===== config.mk =====
export PLATFORM = sky130hd
export DESIGN_NAME = dns_reply_a_record_extractor_top
export DESIGN_NICKNAME = d
export VERILOG_FILES = /design/src/sv/dre_pkg.sv /design/src/sv/dns_reply_a_record_extractor_top.sv /design/src/sv/dre_in_reg.sv /design/src/sv/dre_parser.sv /design/src/sv/dre_rsp_reg.sv
export SDC_FILE = /design/constraint.sdc
export NUM_CORES = 1
export LEC_CHECK = 0
export ABC_AREA = 0
export BUFFER_PORTS_ARGS = -buffer_cell sky130_fd_sc_hd__buf_2
export CAP_MARGIN = 20
export CORE_ASPECT_RATIO = 0.75
export CORE_MARGIN = 8
export CORE_UTILIZATION = 57
export CTS_BUF_LIST = sky130_fd_sc_hd__clkbuf_4
export CTS_CLUSTER_DIAMETER = 150
export DETAILED_ROUTE_END_ITERATION = 10
export HOLD_SLACK_MARGIN = 0.02
export PLACE_DENSITY = 0.82
export SLEW_MARGIN = 20
export SYNTH_ARGS = -nofsm -noshare
export SYNTH_HDL_FRONTEND = slang
export SYNTH_SLANG_ARGS = --single-unit

===== constraint.sdc =====
create_clock -name clock -period 3.5 [get_ports clock]
set_input_delay 0.7 -clock clock [delete_from_list [all_inputs] [get_ports clock]]
set_output_delay 0.7 -clock clock [all_outputs]
set_load 0.01 [all_outputs]

===== src/sv/dre_pkg.sv =====
// ----------------------------------------------------------------------------
// DNS reply A-record extractor package
// Shared types and constants: parse phases, verdict codes, header offsets and
// the structs that pass between the input stage, the parser and the result
// register.
// ----------------------------------------------------------------------------
package dre_pkg;

   // Verdict codes reported on the result channel.
   localparam logic [2:0] ST_FOUND   = 3'd0;
   localparam logic [2:0] ST_NXNAME  = 3'd1;
   localparam logic [2:0] ST_SRVFAIL = 3'd2;
   localparam logic [2:0] ST_NOA     = 3'd3;
   localparam logic [2:0] ST_DISCARD = 3'd4;

   // Byte offsets inside the fixed 12-byte header.
   localparam int HDR_ID_HI    = 0;
   localparam int HDR_ID_LO    = 1;
   localparam int HDR_FLAGS_HI = 2;
   localparam int HDR_FLAGS_LO = 3;
   localparam int HDR_ANCNT_HI = 6;
   localparam int HDR_ANCNT_LO = 7;
   localparam int HDR_LAST     = 11;

   // Header field masks and record constants.
   localparam logic [15:0] FLAG_QR       = 16'h8000;
   localparam logic [3:0]  RCODE_NXNAME  = 4'h3;
   localparam logic [7:0]  LABEL_PTR     = 8'hc0;
   localparam logic [15:0] RR_TYPE_A     = 16'd1;
   localparam logic [15:0] RR_LEN_A      = 16'd4;

   // Offsets inside the question trailer and the answer record header.
   localparam logic [3:0] QFIXED_LEN   = 4'd4;
   localparam logic [3:0] AF_TYPE_HI   = 4'd0;
   localparam logic [3:0] AF_TYPE_LO   = 4'd1;
   localparam logic [3:0] AF_RDLEN_HI  = 4'd8;
   localparam logic [3:0] AF_RDLEN_LO  = 4'd9;
   localparam logic [3:0] AFIXED_LEN   = 4'd10;
   localparam logic [3:0] ADDR_LEN     = 4'd4;

   // Parse phases, one-hot.
   typedef enum logic [11:0] {
      PH_HEADER = 12'b0000_0000_0001,
      PH_QNAME  = 12'b0000_0000_0010,
      PH_QLABEL = 12'b0000_0000_0100,
      PH_QPTR   = 12'b0000_0000_1000,
      PH_QFIXED = 12'b0000_0001_0000,
      PH_ANAME  = 12'b0000_0010_0000,
      PH_ALABEL = 12'b0000_0100_0000,
      PH_APTR   = 12'b0000_1000_0000,
      PH_AFIXED = 12'b0001_0000_0000,
      PH_ADATA  = 12'b0010_0000_0000,
      PH_ASKIP  = 12'b0100_0000_0000,
      PH_DONE   = 12'b1000_0000_0000
   } phase_type;

   // One reply byte as held in the input register.
   typedef struct packed {
      logic [7:0] reply_byte;
      logic       last_byte;
   } in_item_type;

   // One verdict.
   typedef struct packed {
      logic [2:0]  status;
      logic [31:0] ipv4_address;
   } result_type;

endpackage


===== src/sv/dns_reply_a_record_extractor_top.sv =====
// Path: a final byte accepted into the input register is parsed there and its verdict
// is loaded into the result register, which raises rsp_valid.
// Throughput: one reply byte per cycle, set by the single parse pass between
// the input register and the result register; a final byte waits while a verdict is stalled.
// Reset: synchronous, active high; returns the parse state to the header phase,
// clears both valid flags and sets expected_id to zero.
// ----------------------------------------------------------------------------
// DNS reply A-record extractor
// Parses a DNS reply one byte per transaction and gives one verdict with the
// first usable A-record address on the final byte of each datagram.
// ----------------------------------------------------------------------------
module dns_reply_a_record_extractor_top #(
   parameter int MAX_REPLY_BYTES = 512
) (
   input  logic        clock,
   input  logic        reset,
   input  logic        req_valid,
   output logic        req_stall,
   input  logic [7:0]  req_reply_byte,
   input  logic        req_last_byte,
   output logic        rsp_valid,
   input  logic        rsp_stall,
   output logic [2:0]  rsp_status,
   output logic [31:0] rsp_ipv4_address,
   input  logic        csr_wr_en,
   input  logic [15:0] csr_wr_data
);
   import dre_pkg::*;

   logic        rsp_free;
   logic        fire;
   in_item_type item;
   result_type  result;

   // Input register.
   dre_in_reg u_in_reg (
      .clock          (clock),
      .reset          (reset),
      .req_valid      (req_valid),
      .req_stall      (req_stall),
      .req_reply_byte (req_reply_byte),
      .req_last_byte  (req_last_byte),
      .rsp_free       (rsp_free),
      .fire           (fire),
      .item           (item)
   );

   // Parse state and verdict logic.
   dre_parser #(
      .MAX_REPLY_BYTES (MAX_REPLY_BYTES)
   ) u_parser (
      .clock       (clock),
      .reset       (reset),
      .csr_wr_en   (csr_wr_en),
      .csr_wr_data (csr_wr_data),
      .fire        (fire),
      .item        (item),
      .result      (result)
   );

   // Result register.
   dre_rsp_reg u_rsp_reg (
      .clock            (clock),
      .reset            (reset),
      .load             (fire && item.last_byte),
      .result           (result),
      .rsp_free         (rsp_free),
      .rsp_valid        (rsp_valid),
      .rsp_stall        (rsp_stall),
      .rsp_status       (rsp_status),
      .rsp_ipv4_address (rsp_ipv4_address)
   );

endmodule


===== src/sv/dre_in_reg.sv =====
// ----------------------------------------------------------------------------
// DNS reply extractor input register
// Holds one accepted reply byte and releases it to the parser. A final byte
// is only released when the result register can take the verdict.
// ----------------------------------------------------------------------------
module dre_in_reg (
   input  logic                 clock,
   input  logic                 reset,
   input  logic                 req_valid,
   output logic                 req_stall,
   input  logic [7:0]           req_reply_byte,
   input  logic                 req_last_byte,
   input  logic                 rsp_free,
   output logic                 fire,
   output dre_pkg::in_item_type item
);
   import dre_pkg::*;

   logic        in_valid_ff;
   logic        in_valid_in;
   in_item_type item_ff;

   // The held byte moves on unless it ends a datagram and the result is blocked.
   assign fire      = in_valid_ff && (!item_ff.last_byte || rsp_free);
   assign req_stall = in_valid_ff && !fire;
   assign item      = item_ff;

   // The register refills whenever it is not stalled.
   assign in_valid_in = req_stall ? in_valid_ff : req_valid;

   always_ff @(posedge clock) begin
      if (reset) begin
         in_valid_ff <= 1'b0;
      end else begin
         in_valid_ff <= in_valid_in;
      end
   end

   // Payload loads on each accepted transaction.
   always_ff @(posedge clock) begin
      if (req_valid && !req_stall) begin
         item_ff.reply_byte <= req_reply_byte;
         item_ff.last_byte  <= req_last_byte;
      end
   end

endmodule


===== src/sv/dre_parser.sv =====
// ----------------------------------------------------------------------------
// DNS reply extractor parser
// Byte-at-a-time parse state: header checks, question skip and answer walk.
// Produces the verdict for the byte being consumed and clears itself after
// the final byte of a datagram.
// ----------------------------------------------------------------------------
module dre_parser #(
   parameter int MAX_REPLY_BYTES = 512
) (
   input  logic                 clock,
   input  logic                 reset,
   input  logic                 csr_wr_en,
   input  logic [15:0]          csr_wr_data,
   input  logic                 fire,
   input  dre_pkg::in_item_type item,
   output dre_pkg::result_type  result
);
   import dre_pkg::*;

   localparam int CNT_W = $clog2(MAX_REPLY_BYTES + 1);

   logic [15:0]  expected_id_ff;

   phase_type    phase_ff,         phase_in;
   logic [CNT_W-1:0] byte_count_ff, byte_count_in;
   logic [15:0]  header_flags_ff,  header_flags_in;
   logic [15:0]  answers_left_ff,  answers_left_in;
   logic [5:0]   label_rem_ff,     label_rem_in;
   logic [3:0]   field_offset_ff,  field_offset_in;
   logic [15:0]  record_type_ff,   record_type_in;
   logic [15:0]  record_length_ff, record_length_in;
   logic [31:0]  address_ff,       address_in;
   logic [2:0]   verdict_ff,       verdict_in;
   logic         id_match_ff,      id_match_in;

   logic [7:0]   b;
   logic [15:0]  answers_dec;

   assign b           = item.reply_byte;
   assign answers_dec = answers_left_ff - 16'd1;

   // Configuration register.
   always_ff @(posedge clock) begin
      if (reset) begin
         expected_id_ff <= 16'd0;
      end else if (csr_wr_en) begin
         expected_id_ff <= csr_wr_data;
      end
   end

   // Next parse state for the byte in the input register.
   always_comb begin
      phase_in         = phase_ff;
      byte_count_in    = byte_count_ff;
      header_flags_in  = header_flags_ff;
      answers_left_in  = answers_left_ff;
      label_rem_in     = label_rem_ff;
      field_offset_in  = field_offset_ff;
      record_type_in   = record_type_ff;
      record_length_in = record_length_ff;
      address_in       = address_ff;
      verdict_in       = verdict_ff;
      id_match_in      = id_match_ff;

      if (byte_count_ff < CNT_W'(MAX_REPLY_BYTES)) begin
         byte_count_in = byte_count_ff + CNT_W'(1);
         case (phase_ff)
            PH_HEADER: begin
               if (byte_count_ff == CNT_W'(HDR_ID_HI)) begin
                  header_flags_in = {b, 8'h00};
               end else if (byte_count_ff == CNT_W'(HDR_ID_LO)) begin
                  id_match_in = ((header_flags_ff | {8'h00, b}) == expected_id_ff);
               end else if (byte_count_ff == CNT_W'(HDR_FLAGS_HI)) begin
                  header_flags_in = {b, 8'h00};
               end else if (byte_count_ff == CNT_W'(HDR_FLAGS_LO)) begin
                  header_flags_in = header_flags_ff | {8'h00, b};
               end else if (byte_count_ff == CNT_W'(HDR_ANCNT_HI)) begin
                  answers_left_in = {b, 8'h00};
               end else if (byte_count_ff == CNT_W'(HDR_ANCNT_LO)) begin
                  answers_left_in = answers_left_ff | {8'h00, b};
               end else if (byte_count_ff == CNT_W'(HDR_LAST)) begin
                  // Header checks, in priority order.
                  if (!id_match_ff || ((header_flags_ff & FLAG_QR) == 16'd0)) begin
                     verdict_in = ST_DISCARD;
                     phase_in   = PH_DONE;
                  end else if (header_flags_ff[3:0] == RCODE_NXNAME) begin
                     verdict_in = ST_NXNAME;
                     phase_in   = PH_DONE;
                  end else if (header_flags_ff[3:0] != 4'd0) begin
                     verdict_in = ST_SRVFAIL;
                     phase_in   = PH_DONE;
                  end else if (answers_left_ff == 16'd0) begin
                     verdict_in = ST_NOA;
                     phase_in   = PH_DONE;
                  end else begin
                     phase_in = PH_QNAME;
                  end
               end
            end
            PH_QNAME, PH_ANAME: begin
               // Label length, end of name or compression pointer.
               if (b == 8'd0) begin
                  phase_in        = (phase_ff == PH_ANAME) ? PH_AFIXED : PH_QFIXED;
                  field_offset_in = 4'd0;
               end else if ((b & LABEL_PTR) == LABEL_PTR) begin
                  phase_in = (phase_ff == PH_ANAME) ? PH_APTR : PH_QPTR;
               end else if ((b & LABEL_PTR) != 8'd0) begin
                  verdict_in = (phase_ff == PH_ANAME) ? ST_NOA : ST_DISCARD;
                  phase_in   = PH_DONE;
               end else begin
                  label_rem_in = b[5:0];
                  phase_in     = (phase_ff == PH_ANAME) ? PH_ALABEL : PH_QLABEL;
               end
            end
            PH_QLABEL, PH_ALABEL: begin
               label_rem_in = label_rem_ff - 6'd1;
               if (label_rem_in == 6'd0) begin
                  phase_in = (phase_ff == PH_QLABEL) ? PH_QNAME : PH_ANAME;
               end
            end
            PH_QPTR: begin
               phase_in        = PH_QFIXED;
               field_offset_in = 4'd0;
            end
            PH_APTR: begin
               phase_in        = PH_AFIXED;
               field_offset_in = 4'd0;
            end
            PH_QFIXED: begin
               // Question type and class are skipped.
               field_offset_in = field_offset_ff + 4'd1;
               if (field_offset_in >= QFIXED_LEN) begin
                  verdict_in = ST_NOA;
                  phase_in   = PH_ANAME;
               end
            end
            PH_AFIXED: begin
               // Capture type and RDATA length from the record header.
               if (field_offset_ff == AF_TYPE_HI) begin
                  record_type_in = {b, 8'h00};
               end else if (field_offset_ff == AF_TYPE_LO) begin
                  record_type_in = record_type_ff | {8'h00, b};
               end else if (field_offset_ff == AF_RDLEN_HI) begin
                  record_length_in = {b, 8'h00};
               end else if (field_offset_ff == AF_RDLEN_LO) begin
                  record_length_in = record_length_ff | {8'h00, b};
               end
               field_offset_in = field_offset_ff + 4'd1;
               if (field_offset_in >= AFIXED_LEN) begin
                  field_offset_in = 4'd0;
                  address_in      = 32'd0;
                  if (record_type_in == RR_TYPE_A && record_length_in == RR_LEN_A) begin
                     phase_in = PH_ADATA;
                  end else if (record_length_in == 16'd0) begin
                     answers_left_in = answers_dec;
                     if (answers_dec == 16'd0) begin
                        verdict_in = ST_NOA;
                        phase_in   = PH_DONE;
                     end else begin
                        phase_in = PH_ANAME;
                     end
                  end else begin
                     phase_in = PH_ASKIP;
                  end
               end
            end
            PH_ADATA: begin
               address_in      = {address_ff[23:0], b};
               field_offset_in = field_offset_ff + 4'd1;
               if (field_offset_in >= ADDR_LEN) begin
                  verdict_in = ST_FOUND;
                  phase_in   = PH_DONE;
               end
            end
            PH_ASKIP: begin
               // Skip RDATA of a record that is not a usable A record.
               record_length_in = record_length_ff - 16'd1;
               if (record_length_in == 16'd0) begin
                  answers_left_in = answers_dec;
                  if (answers_dec == 16'd0) begin
                     verdict_in = ST_NOA;
                     phase_in   = PH_DONE;
                  end else begin
                     phase_in = PH_ANAME;
                  end
               end
            end
            PH_DONE: begin
               phase_in = PH_DONE;
            end
            default: begin
               phase_in = phase_ff;
            end
         endcase
      end
   end

   // Verdict for a final byte comes from the updated state.
   assign result.status       = verdict_in;
   assign result.ipv4_address = (verdict_in == ST_FOUND) ? address_in : 32'd0;

   // Parse state: cleared by reset and after each final byte.
   always_ff @(posedge clock) begin
      if (reset || (fire && item.last_byte)) begin
         phase_ff         <= PH_HEADER;
         byte_count_ff    <= '0;
         header_flags_ff  <= 16'd0;
         answers_left_ff  <= 16'd0;
         label_rem_ff     <= 6'd0;
         field_offset_ff  <= 4'd0;
         record_type_ff   <= 16'd0;
         record_length_ff <= 16'd0;
         address_ff       <= 32'd0;
         verdict_ff       <= ST_DISCARD;
         id_match_ff      <= 1'b0;
      end else if (fire) begin
         phase_ff         <= phase_in;
         byte_count_ff    <= byte_count_in;
         header_flags_ff  <= header_flags_in;
         answers_left_ff  <= answers_left_in;
         label_rem_ff     <= label_rem_in;
         field_offset_ff  <= field_offset_in;
         record_type_ff   <= record_type_in;
         record_length_ff <= record_length_in;
         address_ff       <= address_in;
         verdict_ff       <= verdict_in;
         id_match_ff      <= id_match_in;
      end
   end

endmodule


===== src/sv/dre_rsp_reg.sv =====
// ----------------------------------------------------------------------------
// DNS reply extractor result register
// Holds one verdict until the result channel takes it and tells the input
// stage whether a new verdict can be stored.
// ----------------------------------------------------------------------------
module dre_rsp_reg (
   input  logic                clock,
   input  logic                reset,
   input  logic                load,
   input  dre_pkg::result_type result,
   output logic                rsp_free,
   output logic                rsp_valid,
   input  logic                rsp_stall,
   output logic [2:0]          rsp_status,
   output logic [31:0]         rsp_ipv4_address
);
   import dre_pkg::*;

   logic       rsp_valid_ff;
   logic       rsp_valid_in;
   result_type result_ff;

   // The slot is free when empty or being taken in this cycle.
   assign rsp_free = !rsp_valid_ff || !rsp_stall;

   always_comb begin
      rsp_valid_in = rsp_valid_ff;
      if (load) begin
         rsp_valid_in = 1'b1;
      end else if (!rsp_stall) begin
         rsp_valid_in = 1'b0;
      end
   end

   always_ff @(posedge clock) begin
      if (reset) begin
         rsp_valid_ff <= 1'b0;
      end else begin
         rsp_valid_ff <= rsp_valid_in;
      end
   end

   // Payload loads only with a new verdict.
   always_ff @(posedge clock) begin
      if (load) begin
         result_ff <= result;
      end
   end

   assign rsp_valid        = rsp_valid_ff;
   assign rsp_status       = result_ff.status;
   assign rsp_ipv4_address = result_ff.ipv4_address;

endmodule


# --- Yosys cells after proc, flatten, opt, wreduce, memory -nomap -nowiden ---
# Cells that the tools add are included.
classes:
  n_addsub: 5
  order_cmp: 3
  eq_ne: 47
  mux: 89
  bitwise: 5
  reduce_logical: 46
op_table:
  columns: ["operator", "count"]
  rows:
  - ["2-to-1 mux 16 bit", 24]
  - ["2-to-1 mux 12 bit", 22]
  - ["case mux 12 bit (10 select lines)", 1]
  - ["zero test 16 bit", 5]
  - ["2-to-1 mux 3 bit", 23]
  - ["2-to-1 mux 32 bit", 2]
  - ["bitwise OR 16 x 8 -> 16 bit", 4]
  - ["case mux 32 bit (2 select lines)", 1]
  - ["case mux 16 bit (3 select lines)", 1]
  - ["case mux 16 bit (2 select lines)", 1]
  - ["subtractor 16 x 1 -> 16 bit, second input constant", 2]
  - ["2-to-1 mux 6 bit", 4]
  - ["equality test 10 x 2 -> 1 bit, second input constant", 2]
  - ["equality test 10 x 3 -> 1 bit, second input constant", 2]
  - ["!= test 2 x 1 -> 1 bit, second input constant", 10]
  - ["!= test 2 bit, second input constant", 10]
  - ["case mux 3 bit (6 select lines)", 1]
  - ["equality test 16 x 1 -> 1 bit, second input constant", 1]
  - ["equality test 16 bit", 1]
  - ["equality test 16 x 3 -> 1 bit, second input constant", 1]
  - ["case mux 4 bit (4 select lines)", 1]
  - ["AND reduction 15 bit", 1]
  - ["equality test 12 x 1 -> 1 bit, second input constant", 1]
  - ["equality test 12 x 10 -> 1 bit, second input constant", 1]
  - ["other kinds (50)", 73]
totals:
  reg_bits: 194
  in_bits: 30
  output_inout_bits: 37
  wordCells: 213

# --- Depth between registers and ports, before layout ---
depth:
  ltp_word: 15
  depth_mapped: 13
  ltp_nobuf: 10

# --- Hierarchy ---
# From an unflattened synthesis, not the netlist that was laid out.
unflattened:
  cells_unflattened: 1226
  area_unflattened_um2: 10543.9
modules_own_cells:
  columns: ["mod", "n_inst", "cells_per_inst", "area_each_um2", "seq_area_each_um2"]
  rows:
  - ["dre_parser", 1, 1169, 9113.7, 2962.8]
  - ["dre_rsp_reg", 1, 39, 1083.5, 1071.0]
  - ["dre_in_reg", 1, 17, 340.3, 290.3]
  - ["dns_reply_a_record_extractor_top", 1, 1, 6.3, 0.0]

# --- Worst setup path after synthesis ---
# No wires, ideal clock.
synth_timing:
  path_kind: "flip-flop to flip-flop"
  startpoint: "register u_parser.answers_left_ff[1]"
  endpoint: "register u_rsp_reg.result_ff, in the netlist u_rsp_reg.rsp_ipv4_address[13], data pin"
  setup_time_ns: 0.276
  arrival_time_ns: 3.001
  t_required_ns: 3.224
  path_slack_ns: 0.223
  path_stages_with_launch: 13
  path_buffers: 3
  synth_period_minus_slack_ns: 3.277
  path_cell_list: "dfxtp_1 -> clkbuf_1 -> inv_1 -> ha_1 -> clkbuf_1 -> o41ai_1 -> nand2_1 -> nand4b_1 -> nor4_2 -> o41ai_1 -> a21oi_2 -> buf_1 -> nor4_2"
synth_between:
  elab_chain_cells: 15
  elab_cells_between_ends: 22
  cone_classes: "add/sub: 1; mux: 18; reduce/logical: 3"
synth_lines:
  columns: ["element", "line", "rtl"]
  rows:
  - ["start: declaration", "dre_parser.sv:27", "logic [15:0] answers_left_ff, answers_left_in;"]
  - ["start signal: assignment", "dre_parser.sv:220", "answers_left_ff <= answers_left_in;"]
  - ["zero test 16 bit", "dre_parser.sv:92", "end else if (answers_left_ff == 16'd0) begin"]
  - ["2-to-1 mux 3 bit", "dre_parser.sv:92", null]
  - ["2-to-1 mux 3 bit", "dre_parser.sv:89", "end else if (header_flags_ff[3:0] != 4'd0) begin"]
  - ["2-to-1 mux 3 bit", "dre_parser.sv:86", "end else if (header_flags_ff[3:0] == RCODE_NXNAME) begin"]
  - ["2-to-1 mux 3 bit", "dre_parser.sv:83", "if (!id_match_ff || ((header_flags_ff & FLAG_QR) == 16'd0)) begin"]
  - ["2-to-1 mux 3 bit", "dre_parser.sv:81", "end else if (byte_count_ff == CNT_W'(HDR_LAST)) begin"]
  - ["2-to-1 mux 3 bit", "dre_parser.sv:79", "end else if (byte_count_ff == CNT_W'(HDR_ANCNT_LO)) begin"]
  - ["2-to-1 mux 3 bit", "dre_parser.sv:77", "end else if (byte_count_ff == CNT_W'(HDR_ANCNT_HI)) begin"]
  - ["2-to-1 mux 3 bit", "dre_parser.sv:75", "end else if (byte_count_ff == CNT_W'(HDR_FLAGS_LO)) begin"]
  - ["2-to-1 mux 3 bit", "dre_parser.sv:73", "end else if (byte_count_ff == CNT_W'(HDR_FLAGS_HI)) begin"]
  - ["2-to-1 mux 3 bit", "dre_parser.sv:71", "end else if (byte_count_ff == CNT_W'(HDR_ID_LO)) begin"]
  - ["2-to-1 mux 3 bit", "dre_parser.sv:69", "if (byte_count_ff == CNT_W'(HDR_ID_HI)) begin"]
  - ["case mux 3 bit (6 select lines) *", "dre_parser.sv:67", "case (phase_ff)"]
  - ["2-to-1 mux 3 bit *", "dre_parser.sv:65", "if (byte_count_ff < CNT_W'(MAX_REPLY_BYTES)) begin"]
  - ["zero test 3 bit *", "dre_parser.sv:200", "assign result.ipv4_address = (verdict_in == ST_FOUND) ? address_in : 32'd0;"]
  - ["end signal: assignment", "dre_rsp_reg.sv:46", "result_ff <= result;"]
  - ["end: declaration", "dre_rsp_reg.sv:21", "result_type result_ff;"]
# Every way passes the cells marked *; elsewhere a longest branch is shown, timed or not.
# A chain may end at the register's enable or synchronous reset.

# --- Worst setup path after layout ---
layout_timing:
  startpoint: "register u_parser.answers_left_ff[2]"
  endpoint: "register u_rsp_reg.result_ff, in the netlist u_rsp_reg.rsp_ipv4_address[15], data pin"
# Same word-level chain as after synthesis.

==> run summary <==
CTS tree: built
yosys warns: 0
sequential share of power: 0.590
clock latency on the worst-skew pair: 0.62 ns
Slew HR: 0.386
deepest level of the CTS H-tree: 4
Max VDD drop: 0.278 mV
Power Density: 337 nW/um^2
nets: 1320
Hold Path Class: primary input to flop
crit-path cells: nor4_4, nand3b_1, nor3_1, o2111ai_1, or4_4, nor2b_1, a211oi_4, buf_12, nor4_2
Routability Congestion: 1.04
Fin. Hold Viols: 0
Synth Register Bits: 194
Via density: 6.61
slowest stage delay, CP: 0.54 ns
RR Startpoint: u_parser.answers_left_ff[2]
Lkg Pwr: 4.50 nW
Post-DP Area: 11400 um^2
Post-DRT Antenna Nets: 0
Total Routed Length: 31500 um
Util after Layout: 0.640
CP required: 3.87 ns
chip width: 174 um
area growth from synthesis to layout: 10.3%
nature of the critical path endpoint: flop
actual transition at the worst max-transition pin: 0.917 ns
clock network fraction of design power: 0.351
vias: 10200
Async SR Flop Fraction: 0
number of buffers created by CTS: 17
largest net degree at the start of global routing: 42
CP max-delay cell: or4_4
Worst Hold End: u_in_reg.item[0]
share of cells above drive strength 1: 0.181
Switching Share: 0.289
DR pass1 iterations: 7
port bufs: 66
f_max: 0.300 GHz
Synth cell types: 86
DR WL/cell: 20.5 um
post-DP HPWL: 22100 um
initial antenna violation count: 0
Seq/Total Area, Yosys: 0.404
fin crit share: 0.953
Crit path arrival time: 3.70 ns
gr ovfl total: 0
total power: 3.98 mW
Clock Path Buffers: 2
RSZ-0062 raised after global routing: no
Initial DRC Count: 1608
status: complete, no violations
Comb pwr share: 0.059
dpl ws: 0.124 ns
Critical Path Source Type: flop
CP max FO: 33
Reg clk slew, reported paths: 0.20 ns
root buf cell: clkbuf_4
maxcap violations: 0
EDFF count, synth: 44
fin. max-slew vios: 0
CP Class: flop to flop
FF-to-FF path depth: 9
number of global-route vias before repair: 9258
ys flop type: dfxtp_1
Mapped Cells: 1229
Syn Area/Cell: 8.71 um^2
IO Pins: 67
antenna cells: 0
Final WS setup: 0.164 ns
reg2reg setup slack: 0.16 ns
Clock Sinks: 194
row count: 43
switching power: 1.15 mW
core area: 18500 um^2
r2r endpoint: u_rsp_reg.rsp_ipv4_address[15]
WHS Path Cells: 1
syn nets: 1274
Die Height: 135 um
Setup-failing EPs final: 0
Pint: 2.83 mW
Worst Min Path Start: req_last_byte
Initial Util: 0.580
fin area: 11800 um^2
Tmin final: 3.34 ns
area of the mapped netlist: 10700 um^2
DIE AREA: 23500 um^2
setup_tns: 0 ns
global-route wire length before repair: 50400 um
Residual DRC: 0
Setup Skew: 0.0387 ns
Tot GR Track Use: 0.262
worst max-delay path by stage:
stage | slack (ns) | endpoint | from | cells after the start
global route | 0.02 | u_rsp_reg.rsp_ipv4_address[15] | u_parser.answers_left_ff[2] | 9
finish | 0.16 | u_rsp_reg.rsp_ipv4_address[15] | u_parser.answers_left_ff[2] | 9
floorplan | 0.22 | u_rsp_reg.rsp_ipv4_address[13] | u_parser.answers_left_ff[1] | 12
CTS | 0.08 | u_rsp_reg.rsp_ipv4_address[15] | u_parser.answers_left_ff[0] | 10
global placement | 0.24 | u_rsp_reg.rsp_ipv4_address[2] | u_parser.answers_left_ff[0] | 10
detailed placement | 0.12 | u_rsp_reg.rsp_ipv4_address[15] | u_parser.answers_left_ff[0] | 10
cell families after synthesis:
group	share of synthesized area
xor+xnor	0.0336
fa+ha+maj	0.0175
simple gates	0.271
compound gates	0.189
mux	0.0385
flops	0.404
buf+inv	0.0464
cell usage in the layout, fill, tap and decap left out, types with 5 or more instances in the layout:
cell	count
a211oi_1	7
a21oi_1	86
a22oi_1	70
a31oi_1	11
and2_1	6
and3_1	10
buf_2	66
buf_4	48
clkbuf_4	17
clkinv_8	5
dfxtp_1	150
edfxtp_1	44
ha_1	14
inv_1	26
mux2i_1	40
nand2_1	63
nand2b_1	10
nand3_1	35
nand3b_1	6
nand4_1	13
nand4b_1	5
nor2_1	196
nor3_1	40
nor3_2	7
nor3b_1	5
nor4_1	22
nor4_2	35
nor4b_1	5
o21a_1	7
o21ai_0	42
o22ai_1	10
o31ai_1	6
or2_2	7
or3_1	17
or4_4	5
xnor2_1	13
xor2_1	28
power by group through the flow:
stage               Clock [mW]  Sequential [mW]  Combinational (mW)
global placement             0             2.39               0.223
global route              1.50             2.35               0.252
finish                    1.39             2.35               0.236
CTS                       1.40             2.34               0.231
detailed placement           0             2.39               0.230
floorplan                    0             2.38               0.139
Yosys cell counts, types with 5 or more instances:
library cell / n / area [um^2]
nor4_1: 25 / 156
a31oi_1: 11 / 68.8
dfxtp_1: 150 / 3000
and3_1: 10 / 62.6
nor4_2: 34 / 425
xor2_1: 28 / 245
a22oi_1: 70 / 526
nand4b_1: 5 / 43.8
nor3b_1: 5 / 37.5
o21ai_0: 42 / 210
edfxtp_1: 44 / 1320
nor2_1: 197 / 739
xnor2_1: 13 / 114
a21oi_1: 86 / 430
clkbuf_1: 64 / 240
a211oi_1: 7 / 52.6
nor4b_1: 5 / 43.8
ha_1: 15 / 188
buf_6: 5 / 56.3
or4_4: 5 / 56.3
nor3_1: 42 / 210
inv_1: 26 / 97.6
o31ai_1: 7 / 52.6
nand3_1: 35 / 175
nand4_1: 13 / 81.3
nand2_1: 63 / 236
nand2b_1: 10 / 62.6
or3_1: 17 / 106
or2_2: 8 / 50.1
nand3b_1: 6 / 45.0
mux2i_1: 40 / 400
and2_1: 6 / 37.5
o22ai_1: 10 / 62.6
o21a_1: 7 / 52.6
buf_2: 19 / 95.1
nor3_2: 5 / 50.1
through the flow:
| stage | cells | hold WS [ns] |
|---|---|---|
| CTS | 1535 | 0.225 |
| global route | 1535 | 0.212 |
| floorplan | 1229 | 0.429 |
| global placement | 1503 | 0.449 |
| detailed placement | 1503 | 0.466 |
| finish | 1535 | 0.247 |
sequential cells by signal, summed over array words and instances, names as in the netlist:
signal	flops
u_parser.header_flags_ff	16
u_rsp_reg.rsp_status	3
u_parser.record_type_ff	16
u_parser.field_offset_ff	4
u_parser.expected_id_ff	16
u_parser.record_length_ff	16
u_parser.phase_ff	12
u_parser.byte_count_ff	10
u_parser.label_rem_ff	6
u_parser.verdict_ff	3
u_rsp_reg.rsp_ipv4_address	32
u_in_reg.in_valid_ff	1
u_rsp_reg.rsp_valid	1
u_parser.answers_left_ff	16
u_in_reg.item	9
u_parser.address_ff	32
u_parser.id_match_ff	1
routing by layer:
| layer | global-route usage | share of wire | vias up |
|---|---|---|---|
| met4 | 0.0829 | 0.023 | 0 |
| li1 | - | - | 4616 |
| met5 | 0 | 0 | - |
| met2 | 0.376 | 0.42 | 613 |
| met1 | 0.376 | 0.44 | 4848 |
| met3 | 0.0678 | 0.12 | 74 |
timing repair:
item                       4_1_cts  5_1_grt
setup endpoints to repair        0       33
buffers inserted                 0        0
hold buffers                     0        0
gates resized for setup          0       10
worst max-delay path: cells and delay by family (launching register included):
family	cells	cell delay, ns
AND/OR/NAND/NOR	6	1.80
AO/OA/AOI/OAI	2	0.51
flip-flops	1	0.48
buffers and inverters	1	0.26
final cells by class:
| cell class | instances | area [um^2] |
|---|---|---|
| clock buffer | 17 | 128 |
| clock inverter | 15 | 223 |
| timing repair buffer | 117 | 751 |
| inverter | 26 | 97.6 |
| tap | 247 | 309 |
| fill | 1496 | 6650 |
| sequential | 194 | 4320 |
| multi-input combinational | 919 | 5970 |
(Power assumes the default switching activity.)
